===== config.mk =====
export PLATFORM = sky130hd
export DESIGN_NAME = base64_stream_encoder
export DESIGN_NICKNAME = d
export VERILOG_FILES = /design/src/rtl/b64e_pkg.sv /design/src/rtl/b64e_front.sv /design/src/rtl/b64e_queue.sv /design/src/rtl/b64e_back.sv /design/src/rtl/base64_stream_encoder.sv
export VERILOG_INCLUDE_DIRS = /design/src /design/src/rtl
export SDC_FILE = /design/constraint.sdc
export NUM_CORES = 1
export LEC_CHECK = 0
export ABC_AREA = 1
export BUFFER_PORTS_ARGS = -buffer_cell sky130_fd_sc_hd__buf_4
export CELL_PAD_IN_SITES_DETAIL_PLACEMENT = 0
export CELL_PAD_IN_SITES_GLOBAL_PLACEMENT = 1
export CORE_ASPECT_RATIO = 0.5
export CORE_MARGIN = 3
export CORE_UTILIZATION = 25
export CTS_BUF_LIST = sky130_fd_sc_hd__clkbuf_16
export DETAILED_ROUTE_END_ITERATION = 12
export PLACE_DENSITY_LB_ADDON = 0.05
export RECOVER_POWER = 50
export SYNTH_ARGS = -nofsm -noshare
export SYNTH_HDL_FRONTEND = slang
export SYNTH_SLANG_ARGS = --single-unit

===== constraint.sdc =====
create_clock -name clk -period 6.84 [get_ports clk]
set_input_delay 1.368 -clock clk [delete_from_list [all_inputs] [get_ports clk]]
set_output_delay 1.368 -clock clk [all_outputs]
set_load 0.005 [all_outputs]

===== src/rtl/base64_stream_encoder_assert.svh =====
// assertion macros for the base64 stream encoder
`ifndef BASE64_STREAM_ENCODER_ASSERT_SVH
`define BASE64_STREAM_ENCODER_ASSERT_SVH

// same-cycle implication, checked out of reset
`define B64E_ASSERT_IMPLIES(label, ante, cons) \
    label: assert property (@(posedge clk) disable iff (!rst_n) (ante) |-> (cons)) \
        else $error("b64e assertion failed");

// next-cycle implication, checked out of reset
`define B64E_ASSERT_NEXT(label, ante, cons) \
    label: assert property (@(posedge clk) disable iff (!rst_n) (ante) |=> (cons)) \
        else $error("b64e assertion failed");

`endif


===== src/rtl/b64e_pkg.sv =====
`default_nettype none

package b64e_pkg;

    localparam int MAX_CHARS   = 4;
    localparam int QUEUE_DEPTH = 2;

    typedef logic [5:0] sym_t;
    typedef logic [6:0] char_t;
    typedef logic [2:0] char_cnt_t;

    localparam char_t PAD_CHAR = 7'd61;

    typedef struct packed {
        char_t [MAX_CHARS-1:0] chars;
        char_cnt_t             count;
        logic                  last;
    } job_t;

    function automatic char_t enc_symbol(input sym_t sym);
        char_t ch;
        ch = {1'b0, sym};
        if (sym < 6'd26)
        begin
            return ch + 7'd65;
        end
        else if (sym < 6'd52)
        begin
            return ch + 7'd71;
        end
        else if (sym < 6'd62)
        begin
            return ch - 7'd4;
        end
        else if (sym == 6'd62)
        begin
            return 7'd43;
        end
        else
        begin
            return 7'd47;
        end
    endfunction

endpackage

`default_nettype wire


===== src/rtl/b64e_front.sv =====
`default_nettype none

module b64e_front
    import b64e_pkg::*;
(
    input  wire logic       clk,
    input  wire logic       rst_n,
    input  wire logic       accept,
    input  wire logic [7:0] data_byte,
    input  wire logic       end_of_message,
    output job_t            job
);

    localparam logic [1:0] PH_START = 2'd0;
    localparam logic [1:0] PH_ONE   = 2'd1;
    localparam logic [1:0] PH_TWO   = 2'd2;

    logic [3:0] carry_reg;
    logic [3:0] carry_next;
    logic [1:0] phase_reg;
    logic [1:0] phase_next;
    logic [3:0] carry_step;
    logic [1:0] phase_step;

    always_comb
    begin
        job.chars = {MAX_CHARS{PAD_CHAR}};
        job.count = 3'd1;
        job.last  = end_of_message;
        unique case (phase_reg)
            PH_ONE:
            begin
                job.chars[0] = enc_symbol({carry_reg[1:0], data_byte[7:4]});
                carry_step   = data_byte[3:0];
                phase_step   = PH_TWO;
            end
            PH_TWO:
            begin
                job.chars[0] = enc_symbol({carry_reg, data_byte[7:6]});
                job.chars[1] = enc_symbol(data_byte[5:0]);
                job.count    = 3'd2;
                carry_step   = 4'd0;
                phase_step   = PH_START;
            end
            default:
            begin
                job.chars[0] = enc_symbol(data_byte[7:2]);
                carry_step   = {2'b00, data_byte[1:0]};
                phase_step   = PH_ONE;
            end
        endcase
        carry_next = carry_step;
        phase_next = phase_step;
        if (end_of_message)
        begin
            if (phase_step == PH_ONE)
            begin
                job.chars[1] = enc_symbol({carry_step[1:0], 4'b0000});
                job.count    = 3'd4;
            end
            else if (phase_step == PH_TWO)
            begin
                job.chars[1] = enc_symbol({carry_step, 2'b00});
                job.count    = 3'd3;
            end
            carry_next = 4'd0;
            phase_next = PH_START;
        end
    end

    always_ff @(posedge clk or negedge rst_n)
    begin
        if (!rst_n)
        begin
            carry_reg <= 4'd0;
            phase_reg <= PH_START;
        end
        else if (accept)
        begin
            carry_reg <= carry_next;
            phase_reg <= phase_next;
        end
    end

endmodule

`default_nettype wire


===== src/rtl/b64e_queue.sv =====
`default_nettype none

module b64e_queue
    import b64e_pkg::*;
#(
    parameter int Depth = QUEUE_DEPTH
)
(
    input  wire logic clk,
    input  wire logic rst_n,
    input  wire logic wr_en,
    input  wire job_t wr_data,
    output logic      full,
    output logic      rd_valid,
    output job_t      rd_data,
    input  wire logic rd_en
);

    localparam int IdxW = $clog2(Depth);
    localparam int CntW = $clog2(Depth + 1);

    job_t            entries_reg [Depth];
    logic [IdxW-1:0] wr_ptr_reg;
    logic [IdxW-1:0] wr_ptr_next;
    logic [IdxW-1:0] rd_ptr_reg;
    logic [IdxW-1:0] rd_ptr_next;
    logic [CntW-1:0] count_reg;
    logic [CntW-1:0] count_next;
    logic            do_wr;
    logic            do_rd;

    assign full     = (count_reg == CntW'(Depth));
    assign rd_valid = (count_reg != '0);
    assign rd_data  = entries_reg[rd_ptr_reg];
    assign do_wr    = wr_en && !full;
    assign do_rd    = rd_en && rd_valid;

    always_comb
    begin
        wr_ptr_next = wr_ptr_reg;
        rd_ptr_next = rd_ptr_reg;
        count_next  = count_reg;
        if (do_wr)
        begin
            wr_ptr_next = (wr_ptr_reg == IdxW'(Depth - 1)) ? '0 : wr_ptr_reg + 1'b1;
        end
        if (do_rd)
        begin
            rd_ptr_next = (rd_ptr_reg == IdxW'(Depth - 1)) ? '0 : rd_ptr_reg + 1'b1;
        end
        if (do_wr && !do_rd)
        begin
            count_next = count_reg + 1'b1;
        end
        else if (do_rd && !do_wr)
        begin
            count_next = count_reg - 1'b1;
        end
    end

    always_ff @(posedge clk)
    begin
        if (do_wr)
        begin
            entries_reg[wr_ptr_reg] <= wr_data;
        end
    end

    always_ff @(posedge clk or negedge rst_n)
    begin
        if (!rst_n)
        begin
            wr_ptr_reg <= '0;
            rd_ptr_reg <= '0;
            count_reg  <= '0;
        end
        else
        begin
            wr_ptr_reg <= wr_ptr_next;
            rd_ptr_reg <= rd_ptr_next;
            count_reg  <= count_next;
        end
    end

endmodule

`default_nettype wire


===== src/rtl/b64e_back.sv =====
`default_nettype none

module b64e_back
    import b64e_pkg::*;
(
    input  wire logic       clk,
    input  wire logic       rst_n,
    input  wire logic       job_valid,
    input  wire job_t       job,
    output logic            job_done,
    output logic [6:0]      code_char,
    output logic            last_char,
    output logic            empty,
    input  wire logic       pop
);

    logic       valid_reg;
    logic       valid_next;
    char_t      char_reg;
    char_t      char_next;
    logic       last_reg;
    logic       last_next;
    logic [1:0] idx_reg;
    logic [1:0] idx_next;
    logic       slot_free;
    logic       final_idx;

    assign slot_free = !valid_reg || pop;
    assign final_idx = ({1'b0, idx_reg} + 3'd1) == job.count;
    assign job_done  = slot_free && job_valid && final_idx;

    always_comb
    begin
        valid_next = valid_reg;
        char_next  = char_reg;
        last_next  = last_reg;
        idx_next   = idx_reg;
        if (slot_free)
        begin
            valid_next = job_valid;
            if (job_valid)
            begin
                char_next = job.chars[idx_reg];
                last_next = job.last && final_idx;
                idx_next  = final_idx ? 2'd0 : idx_reg + 2'd1;
            end
        end
    end

    always_ff @(posedge clk)
    begin
        char_reg <= char_next;
        last_reg <= last_next;
    end

    always_ff @(posedge clk or negedge rst_n)
    begin
        if (!rst_n)
        begin
            valid_reg <= 1'b0;
            idx_reg   <= 2'd0;
        end
        else
        begin
            valid_reg <= valid_next;
            idx_reg   <= idx_next;
        end
    end

    assign code_char = char_reg;
    assign last_char = last_reg;
    assign empty     = !valid_reg;

endmodule

`default_nettype wire


===== src/rtl/base64_stream_encoder.sv =====
// base64 stream encoder, standard alphabet with '=' padding
// input side: drive data_byte and end_of_message with push; a byte is taken
// on a clock edge where push is high and full is low. mark the final byte of
// each message with end_of_message
// result side: while empty is low, code_char and last_char show the oldest
// character; pop on a clock edge with empty low takes it. last_char marks
// the final character of the encoded message
// each byte yields one to four characters, which leave one per cycle from a
// registered output stage while pop is high; a byte's first character is
// visible only after it has passed the job queue and then the output register
// bytes are taken every cycle while the two-entry job queue has room, so the
// sustained rate is set by the single character output: about 4/3 characters
// per byte in a message body, up to four characters for a final byte
// reset clears the group position, the carried bits, the queue and the
// output stage; a new message may follow at once after the last byte
// when the receiver stalls the output holds its character, the queue fills
// and full goes high until characters are popped again
`default_nettype none

module base64_stream_encoder
    import b64e_pkg::*;
#(
    parameter int QueueDepth = QUEUE_DEPTH
)
(
    input  wire logic       clk,
    input  wire logic       rst_n,
    input  wire logic [7:0] data_byte,
    input  wire logic       end_of_message,
    input  wire logic       push,
    output logic            full,
    output logic [6:0]      code_char,
    output logic            last_char,
    output logic            empty,
    input  wire logic       pop
);

    `include "base64_stream_encoder_assert.svh"

    job_t front_job;
    job_t head_job;
    logic accept;
    logic head_valid;
    logic head_done;

    assign accept = push && !full;

    b64e_front u_front (
        .clk            (clk),
        .rst_n          (rst_n),
        .accept         (accept),
        .data_byte      (data_byte),
        .end_of_message (end_of_message),
        .job            (front_job)
    );

    b64e_queue #(
        .Depth (QueueDepth)
    ) u_queue (
        .clk      (clk),
        .rst_n    (rst_n),
        .wr_en    (push),
        .wr_data  (front_job),
        .full     (full),
        .rd_valid (head_valid),
        .rd_data  (head_job),
        .rd_en    (head_done)
    );

    b64e_back u_back (
        .clk       (clk),
        .rst_n     (rst_n),
        .job_valid (head_valid),
        .job       (head_job),
        .job_done  (head_done),
        .code_char (code_char),
        .last_char (last_char),
        .empty     (empty),
        .pop       (pop)
    );

    // queued jobs carry one to four characters
    `B64E_ASSERT_IMPLIES(a_job_count, head_valid,
        head_job.count == 3'd1 || head_job.count == 3'd2 || head_job.count == 3'd3 ||
        head_job.count == 3'd4)

    // a job never starts with padding
    `B64E_ASSERT_IMPLIES(a_no_lead_pad, head_valid, head_job.chars[0] != PAD_CHAR)

    // only a message's final byte emits the zero-fill symbol and padding
    `B64E_ASSERT_IMPLIES(a_mid_count, head_valid && !head_job.last,
        head_job.count == 3'd1 || head_job.count == 3'd2)

    // a finished job always leaves a character in the output stage
    `B64E_ASSERT_NEXT(a_done_shows, head_done, !empty)

endmodule

`default_nettype wire


# [Word level (Yosys, flattened, before mapping)]
# Memory sizes are Yosys's and may differ from the RTL's.
# Index checks and enable logic that the tools add are counted.
[op_classes] add_sub_neg=24 eq_ne=10 mux=44 reduce_logical=15 n_lt_le_gt_ge=19
[ops] op="two-way mux 7 bit" count=23
[ops] op="adder 6 x 7 -> 7 bit (second input constant)" count=12
[ops] op="< comparator 6 bit (second input constant)" count=12
[ops] op="subtractor 6 x 3 -> 7 bit (second input constant)" count=6
[ops] op="< comparator 6 x 5 -> 1 bit (second input constant)" count=6
[ops] op="equality test 6 bit (second input constant)" count=4
[ops] op="two-way mux 3 bit" count=6
[ops] op="binary-select mux 7 bit (select 2 bit)" count=1
[ops] op="one-hot mux 7 bit (2 select lines)" count=1
[ops] op="two-way mux 2 bit" count=6
[ops] op="one-hot mux 4 bit (2 select lines)" count=1
[ops] op="logical AND 1 bit" count=7
[ops] op="equality test 2 bit (second input constant)" count=3
[ops] op="adder 2 x 1 -> 2 bit (second input constant)" count=2
[ops] op="equality test 2 x 1 -> 1 bit (second input constant)" count=2
[ops] op="zero test 1 bit" count=4
[ops] op="two-way mux 1 bit" count=4
[ops] op="two-way mux 4 bit" count=1
[ops] op="one-hot mux 2 bit (2 select lines)" count=1
[ops] op="nonzero test 2 bit" count=2
[ops] op="adder 2 x 1 -> 3 bit (second input constant)" count=1
[ops] op="equality test 3 bit" count=1
[ops] op="< comparator 2 x 3 -> 1 bit (second input constant)" count=1
[ops] op="adder 1 bit (second input constant)" count=2
[ops] op="3 further kinds" count=3
[totals] ramBits=36 regBits=21 inputBits=13 memories=1
[mem_list] name="u_queue.entries_reg" depth=2 word_bits=18 read_ports=1 rd_clocked_by_memory_dff=0 write_ports=1 line_no="b64e_queue.sv:22" rtl="job_t entries_reg [Depth];"

# [Longest topological paths before layout]
# Gate-level depths: netlist of the first run.
[depth] word_depth=9 mapped_depth=14 depth_no_buf=14

# [By module]
# Synthesis of the first run repeated with hierarchy kept, for this count alone.
[unflattened] cells_unflattened=694 area_unflattened_um2=6084.6
[modules_own_cells] mod="b64e_queue" area_each_um2=2926.6 n_inst=1 cells_each=199 seq_area_each_um2=2021.9
[modules_own_cells] mod="b64e_front" area_each_um2=2449.8 n_inst=1 cells_each=412 seq_area_each_um2=150.1
[modules_own_cells] mod="b64e_back" area_each_um2=698.2 n_inst=1 cells_each=81 seq_area_each_um2=315.3
[modules_own_cells] mod="base64_stream_encoder" area_each_um2=10.0 n_inst=1 cells_each=2 seq_area_each_um2=0.0

# [Least setup slack after synthesis of the first run]
# No wires, ideal clock.
[synth_path] path_kind="input port to flip-flop" start="input data_byte[3]" end="memory u_queue.entries_reg[0][16] in the netlist's numbering, data pin" path_buffers=1 setup_ps=258 cell_stages=10 required_ps=6582 setup_slack_ps=3983 arrival_ps=2599 cell_sequence="buf_4 -> o21ai_0 -> nor2_4 -> ha_1 -> a21oi_1 -> nand2_1 -> nand2_1 -> nand2_1 -> a21oi_1 -> nand2_1"
[synth_lines] item="start, declared" line_no="base64_stream_encoder.sv:28" rtl="input wire logic [7:0] data_byte,"
[synth_lines] item="end, declared" line_no="b64e_queue.sv:22"

# [Final worst setup path of the first run]
[layout_path] start="input pop" end="register u_queue.count_reg[1]"
[layout_between] elab_chain_len=7 elab_cells_between_ends=9 cone_classes="mux (1); reduce/logical (8)"
[layout_rtl] item="start, declared" line_no="base64_stream_encoder.sv:35" rtl="input wire logic pop"
[layout_rtl] item="logical OR 1 bit (*)" line_no="b64e_back.sv:28" rtl="assign slot_free = !valid_reg || pop;"
[layout_rtl] item="logical AND 1 bit (*) (2 in a row)" line_no="b64e_back.sv:30" rtl="assign job_done = slot_free && job_valid && final_idx;"
[layout_rtl] item="logical AND 1 bit (*)" line_no="b64e_queue.sv:36" rtl="assign do_rd = rd_en && rd_valid;"
[layout_rtl] item="zero test 1 bit" line_no="b64e_queue.sv:51" rtl="if (do_wr && !do_rd)"
[layout_rtl] item="logical AND 1 bit" line_no="b64e_queue.sv:51"
[layout_rtl] item="two-way mux 2 bit or nonzero test 2 bit (tied branches)"
[layout_rtl] item="end signal, assigned" line_no="b64e_queue.sv:81" rtl="count_reg <= count_next;"
[layout_rtl] item="end, declared" line_no="b64e_queue.sv:27" rtl="logic [CntW-1:0] count_reg;"
# Mark *: on every way between the ends. The rest lies on a longest branch, timed or not.
# A chain may end at the register's enable or synchronous reset.

==> results of run 1 <==
-- synthesized netlist by cell type, drive strengths merged --
cell type	instances
nor3	1
and2	1
or2	2
o211ai	6
a32oi	1
nand4	9
o32ai	3
dfrtp	13
nand3	60
o21ai	40
xnor2	6
buf	17
o311ai	5
a31oi	2
clkinv	2
a211oi	1
o22ai	5
ha	28
a21oi	31
nor2	67
edfxtp	44
nand2	153
fa	1
xor2	10
inv	63
o21bai	1
-- area by class of cell --
class	count	area, sq um	area share [%]
clock buffer	9	225	4.52
inverter	65	249	5.00
clock inverter	7	53.8	1.08
multi-input combinational	433	2360	47.3
sequential	57	1650	33.1
timing repair buffer	24	165	3.32
tap	227	284	5.70
-- through the flow --
stage / instance area (sq um) / hold slack [ps] / power [W]
CTS: 5000 / 520 / 0.00195
detailed placement: 4720 / 512 / 0.00152
floorplan: 4370 / 482 / 0.00121
global placement: 4720 / 509 / 0.00154
finish: 4980 / 516 / 0.00191
global route: 4980 / 551 / 0.00208
-- metal layers --
metal  share of wire [%]  track usage (%)  vias up
li1                    -                -     1953
met1                  54             22.5     1770
met2                  43             23.2       55
met3                 2.7             2.32        8
met4                0.71             2.50        0
met5                   0                0        -
-- critical path: cells and delay by family --
kind	cells	cell delay [ps]
AOI/OAI and AO/OA	3	1130
and+or+nand+nor	2	270
adders and majority gates	1	370
xor gates and xnor gates	1	150
buffers and inverters	1	80
-- cell families after synthesis --
kind of cell,after synthesis
and+or+nand+nor,293
AOI/OAI and AO/OA,95
buffers and inverters,82
DFF,57
adders and majority gates,29
xor gates and xnor gates,16
-- layout by cell type (no fill, tap or decap), types with 13 or more instances in the layout --
master	count
o21ai_0	38
ha_1	28
nand3_1	56
inv_1	48
dfrtp_1	13
inv_2	15
edfxtp_1	44
nand2_1	146
nor2_1	57
a21oi_1	31
buf_4	19
-- power breakdown --
part / total, W / switching [W] / internal (W) / leakage (nW)
sequential: 0.000646 / 0.0000832 / 0.000562 / 0.570
combinational: 0.000851 / 0.000576 / 0.000275 / 1.45
clock: 0.000414 / 0.000141 / 0.000274 / 0.144
-- worst paths after layout --
check                                           from  cells past startpoint                          to
worst max-delay path                             pop                      8        u_queue.count_reg[1]
max in group asynchronous                      rst_n                      1           u_back.idx_reg[0]
worst min register to register  u_queue.count_reg[0]                      1        u_queue.count_reg[0]
worst max register to register  u_front.phase_reg[0]                     13  u_queue.entries_reg[1][17]
worst min-delay path            u_queue.count_reg[0]                      1        u_queue.count_reg[0]
min in group asynchronous                      rst_n                      1        u_front.carry_reg[2]
==> flow_summary.ini, run 1 <==
[clocking]
cts_max_level = 3
clock_path_buffers = 2
ctsResizeCount = 0
cts_buffers = 9
cts_tree = yes
cts_setup_buffers = 0
insertion_delay_ps = 320
path_clk_slew_ps = 50
cts_sinks = 57
root_buffer = clkbuf_16
ctsHoldBuffers = 0

[sta]
rsz0062_at_grt = false
max_freq_ghz = 0.316
finalClockSkew_ps = 9.09
fin_ws_ps = 3670
post-route-min-period_ps = 3170
slew_violations = 0
hold_violations = 0
maxSlewHeadroom_pct = 19.4
tightest_slew_ps = 1210
setup_tns_ps = 0
setup_viol = 0
min_period_over_period_pct = 46.3

[detailed_routing]
viasPerCell = 4.61
drt-wirelength-per-cell_microns = 17.1
first_iter_violations = 249
wl_microns = 14100
vias = 3786
ant_nets = 0
drt_first_pass_iters = 4
drc = 0

[yosys]
synthMuxAreaShare_pct = 0
synth.avg_cell_area_sq_um = 7.64
synth_cell_types = 39
synth_fa_ha_area_share_pct = 8.47
ys_ff_latch = 57
synthSimpleGateAreaFrac_pct = 29.7
netlist_instances = 572
ys_top_cells_by_area = edfxtp_1 30%, nand2_1 13%, ha_1 8.0%
synth_top_cell_area_share_pct = 30.2
seq_area_frac_synth_pct = 37.7
synth-compound-area-share_pct = 12.4
synth_nets = 614
yosysWarnings = 0
synthXorXnorAreaFrac_pct = 3.38
synth_top_area_cell = edfxtp_1
synth_top_family_by_area = simple AND/OR/NAND/NOR gates
synth_area_sq_um = 4370

[floorplanning]
ios = 23
die_h_microns = 99.5
num_rows = 33
die_x_microns = 193
coreArea_sq_um = 16800
die_area_sq_um = 19200
start_util_pct = 26.1

[grt]
grt-ovfl-total = 0
gr-usage-all-layers_pct = 15.0
grt_pass1_wl_microns = 22100
grt_pass1_vias = 3784
antenna_found_initial = 0
grt_max_degree = 21

[placed_design]
io_buffers = 22
dp.cells = 806
dpl.hpwl_microns = 10600
place_congestion = 0.815
dp_slack_ps = 3530

[final_layout]
fin_util_pct = 29.7
fin_nets = 632
area_growth_pct = 13.9
largest_reg_flops = 36
drive_gt1_share_pct = 12.1
antenna_cells = 0
finalNonFillerCells = 822
fill_cells = 1892

[worst_setup_path]
cpMostUsedCell = a21oi_1
required_ps = 7040
path_class = input port to flop
critPathCaptureType = flop
crit_path_cell_trace = buf_4 > nor2_1 > a21oi_1 > nand4_2 > ha_1 > a21oi_1 > o21ai_0 > xor2_1
timing.reg2reg.setup_slack_ps = 3760
start_kind = input port
path_max_fanout = 14
critPathMaxStageDelay_ps = 910
arrival_ps = 3360
crit_slowest_cell = a21oi_1

[min_path]
min_path_type = flop to flop

[power]
peakVddDrop_uv = 124
power.leakage_nw = 2.17
power.density_nw_per_um2 = 384

[status]
status = finished clean

[run]
drv_cap = 0
No activity file was read; power rests on OpenSTA's default activity.
==> inputs of run 2 (changes only) <==
clock period = 3.3 ns   (was 6.84 ns; I/O delays follow)
==> run 2 against run 1 <==
Final cell count is 0.36% higher. Total power is 100% higher. Via count is 0.74% higher. Critical path type is now flop to flop.
==> flow_summary.ini, run 2 (synthesis results as in run 1) <==
[clocking]
cts_tree = yes
root_buffer = clkbuf_16
ctsHoldBuffers = 0
cts_setup_buffers = 0
cts_max_level = 3
insertion_delay_ps = 320
cts_buffers = 9
cts_sinks = 57
path_clk_slew_ps = 50
clock_path_buffers = 2
ctsResizeCount = 0

[placed_design]
place_congestion = 0.777
dpl.hpwl_microns = 10600
dp.cells = 809
io_buffers = 22
dpl_cell_area_sq_um = 4740

[power]
power.density_nw_per_um2 = 785
peakVddDrop_uv = 278
power.leakage_nw = 2.17
fin_total_pwr_w = 0.00391

[final_layout]
finalNonFillerCells = 825
final_area_sq_um = 4980
area_growth_pct = 13.9
final_cell_mix = 146 x nand2_1, 57 x nor2_1, 56 x nand3_1
final_common_cell = nand2_1
antenna_cells = 0
drive_gt1_share_pct = 13.0
largest_reg_flops = 36
fin_nets = 635

[floorplanning]
num_rows = 33
die_x_microns = 193
die_h_microns = 99.5
start_util_pct = 26.1
ios = 23
die_area_sq_um = 19200
coreArea_sq_um = 16800

[sta]
slew_violations = 0
max_freq_ghz = 0.351
finalClockSkew_ps = 10.6
setup_tns_ps = 0
rsz0062_at_grt = false
min_period_over_period_pct = 86.4
post-route-min-period_ps = 2850
setup_viol = 0
maxSlewHeadroom_pct = 22.2
whs_ps = 434
tightest_slew_ps = 1170
hold_violations = 0

[worst_setup_path]
critPathMaxStageDelay_ps = 650
crit_slowest_cell = ha_1
timing.reg2reg.setup_slack_ps = 450
critPathCaptureType = flop
start_kind = flop
reg2reg_depth = 13
cp_top_family = adder cells
critPathBufInv = 3
required_ps = 3350
crit_path_cell_trace = inv_1 > ha_1 > inv_2 > nand2_2 > inv_2 > nand2_2 > nor2_4 > ha_1 > a21oi_1 > o21bai_1 > a21oi_1 > o21ai_0 > nand2_1
path_max_fanout = 15
r2r-start = u_front.phase_reg[0]
path_class = flop to flop
arrival_ps = 2900
regToRegEndpoint = u_queue.entries_reg[1][17]

[grt]
grt_pass1_vias = 3772
grt_max_degree = 20
grt-ovfl-total = 0
grt_pass1_wl_microns = 22000
gr-usage-all-layers_pct = 15.0
antenna_found_initial = 0

[detailed_routing]
drt_first_pass_iters = 5
drt-wirelength-per-cell_microns = 17.0
drc = 0
viasPerCell = 4.62
vias = 3814
first_iter_violations = 247
ant_nets = 0
wl_microns = 14000

[min_path]
min_path_type = input port to asynchronous set/reset pin

[status]
status = finished clean

[run]
drv_cap = 0
==> run 2: changes by cell type in the layout (fill, tap and decap cells not counted), sizes merged <==
cell    previous run  this run
buf               19        12
clkbuf            14        24
clkinv             6         7
bufinv             1         0
==> run 2: worst max-delay path by stage <==
stage                                    start  slack, ps                    endpoint  cells after the start
after floorplan           u_front.phase_reg[0]       1040  u_queue.entries_reg[0][15]                      9
after global placement    u_front.phase_reg[0]        600  u_queue.entries_reg[0][17]                     13
after detailed placement  u_front.phase_reg[0]        520  u_queue.entries_reg[0][17]                     13
after CTS                 u_front.phase_reg[0]        490  u_queue.entries_reg[1][17]                     13
after global routing      u_front.phase_reg[0]        270  u_queue.entries_reg[1][17]                     13
final                     u_front.phase_reg[0]        450  u_queue.entries_reg[1][17]                     13
==> run 2: routing by layer <==
layer  track usage [%]  part of all wire (%)
met2              22.8                    42
met5                 0                     0
met4              2.94                  0.52
met3              1.73                   2.8
met1              22.9                    55
==> run 2: metrics by stage <==
step | worst slack, ps | utilization, %
finish | 450 | 29.7
global route | 271 | 29.7
CTS | 489 | 29.8
detailed placement | 522 | 28.3
global placement | 603 | 28.3
floorplan | 1040 | -
==> run 2: layout make-up <==
cell class / instances / area, sq um
repair buffers: 27 / 184
well taps: 227 / 284
clock buffers: 9 / 225
inverters: 65 / 249
fillers: 1854 / 11800
flip-flops and latches: 57 / 1650
clock inverters: 7 / 31.3
multi-input cells: 433 / 2360
==> run 2: worst reg2reg max path: cells and delay by family (launching register included) <==
kind,cells,cell delay [ps]
and+or+nand+nor,4,410
adders and majority gates,2,1020
AOI/OAI and AO/OA,4,510
DFF,1,380
buffers and inverters,3,280
==> run 2: where the power goes <==
group          total [W]  internal (W)  switching, W
clock network   0.000784      0.000492      0.000292
logic            0.00180      0.000581       0.00122
registers        0.00132       0.00116      0.000156
==> inputs of run 3 (changes only) <==
BUFFER_PORTS_ARGS = default   (was -buffer_cell sky130_fd_sc_hd__buf_4)
DONT_BUFFER_PORTS = 1   (was default)
TNS_END_PERCENT = 5   (was default)
==> run 3 against run 2 <==
Non-clock buffer count fell by 20. Critical endpoint is now u_queue.entries_reg[1][16]. Utilization decreased by 0.71 points. First-iteration DRC count grew 1.2%. Cell area down 2.4%. Sequential share of layout area grew 0.81 points. Largest power group unchanged. Combinational power is 3% lower. Final cell count decreased by 2.4%. Routed wire length rose by 2.7%. Critical path depth grew 1. Worst hold slack got worse by 400 ps. Via count fell by 1.0%. Flip-flop and latch count is the same.
==> flow_summary.ini, run 3 (synthesis results as in run 1) <==
[placed_design]
dpl.hpwl_microns = 10800
io_buffers = 0
dp.cells = 789
place_congestion = 0.788

[detailed_routing]
drc = 0
viasPerCell = 4.69
ant_nets = 0
wl_microns = 14400
vias = 3775
first_iter_violations = 250
drt-wirelength-per-cell_microns = 17.9
drt_first_pass_iters = 5

[sta]
post-route-min-period_ps = 2520
rsz0062_at_grt = false
max_freq_ghz = 0.396
hold_violations = 0
slew_violations = 0
whs_ps = 30.2
setup_viol = 0
tightest_slew_ps = 1210
maxSlewHeadroom_pct = 19.2
setup_tns_ps = 0
min_period_over_period_pct = 76.5
finalClockSkew_ps = 5.96

[clocking]
ctsHoldBuffers = 0
cts_buffers = 9
ctsResizeCount = 0
path_clk_slew_ps = 50
cts_max_level = 3
cts_sinks = 57
cts_setup_buffers = 0
cts_tree = yes
insertion_delay_ps = 320
clock_path_buffers = 2
root_buffer = clkbuf_16

[final_layout]
area_growth_pct = 11.2
fin_nets = 615
drive_gt1_share_pct = 10.4
largest_reg_flops = 36
multi_input_area_sq_um = 2360
antenna_cells = 0
fill_cells = 1845
final_cell_mix = 146 x nand2_1, 57 x nor2_1, 56 x nand3_1
seq_area_sq_um = 1650
finalNonFillerCells = 805
final_common_cell = nand2_1

[worst_setup_path]
path_class = flop to flop
crit_path_start = u_front.phase_reg[0]
crit_end = u_queue.entries_reg[1][16]
r2r-start = u_front.phase_reg[0]
arrival_ps = 2590
required_ps = 3360
path_max_fanout = 7
start_kind = flop
regToRegEndpoint = u_queue.entries_reg[1][16]
critPathCaptureType = flop
timing.reg2reg.setup_slack_ps = 780
reg2reg_depth = 14

[grt]
gr-usage-all-layers_pct = 15.5
grt_pass1_vias = 3787
grt_max_degree = 20
grt-ovfl-total = 0
grt_pass1_wl_microns = 22700
antenna_found_initial = 0

[floorplanning]
die_h_microns = 99.5
num_rows = 33
start_util_pct = 26.1
coreArea_sq_um = 16800
die_area_sq_um = 19200
die_x_microns = 193
ios = 23

[power]
power.density_nw_per_um2 = 805
peakVddDrop_uv = 269
power.leakage_nw = 2.09

[status]
status = finished clean

[run]
drv_cap = 0

[min_path]
min_path_type = input port to asynchronous set/reset pin
## run 3: cell types whose count changed in the layout (fill, tap and decap cells not counted), moves of 2 or more
cell      change
clkinv_2      -2
clkbuf_1      -2
clkbuf_4     -10
buf_4         -8
## run 3: routing by layer
layer	part of all wire, %	vias up	GRT usage [%]
li1	-	1920	-
met1	54	1788	23.5
met2	42	58	23.6
met3	2.6	9	2.08
met4	0.69	0	3.00
met5	0	-	0
## run 3: where the power goes
part           switching (W)  internal (W)  total, W
Combinational        0.00121      0.000526   0.00174
Clock               0.000295      0.000568  0.000863
Sequential          0.000142       0.00117   0.00131
Total                0.00165       0.00226   0.00391
## run 3: worst min-delay path by stage
stage / cells after the start / from / to
after floorplan: 0 / rst_n / u_back.idx_reg[0]
after global placement: 0 / rst_n / u_front.carry_reg[3]
after detailed placement: 0 / rst_n / u_front.carry_reg[3]
after CTS: 0 / rst_n / u_queue.count_reg[0]
after global routing: 0 / rst_n / u_back.valid_reg
final: 0 / rst_n / u_front.carry_reg[3]
## run 3: worst max-delay path: stages, from the launching register on
cell and delay, ps:
dfrtp_1 370, inv_1 70, ha_1 400, inv_2 150
nand2_2 110, inv_2 70, nand2_2 70, nor2_4 160
ha_1 310, a21oi_1 190, nand2_1 70, nand2_1 50
nand2_1 40, a21oi_1 110, nand2_1 80
## run 3: per-stage QoR
| stage | worst slack, ps | util [%] | cell area (sq um) | power [W] |
|---|---|---|---|---|
| after floorplan | 1040 | - | 4370 | 0.00251 |
| after global placement | 838 | 27.4 | 4590 | 0.00312 |
| after detailed placement | 801 | 27.4 | 4590 | 0.00309 |
| after CTS | 781 | 29.1 | 4870 | 0.00397 |
| after global routing | 582 | 29.0 | 4860 | 0.00426 |
| final | 776 | 29.0 | 4860 | 0.00391 |
## run 3: final cells by class
| class | instances | share of cell area (%) |
|---|---|---|
| multi-input cells | 433 | 48.5 |
| flip-flops and latches | 57 | 33.9 |
| well taps | 227 | 5.84 |
| inverters | 65 | 5.12 |
| clock buffers | 9 | 4.63 |
| clock inverters | 7 | 1.13 |
| repair buffers | 7 | 0.849 |
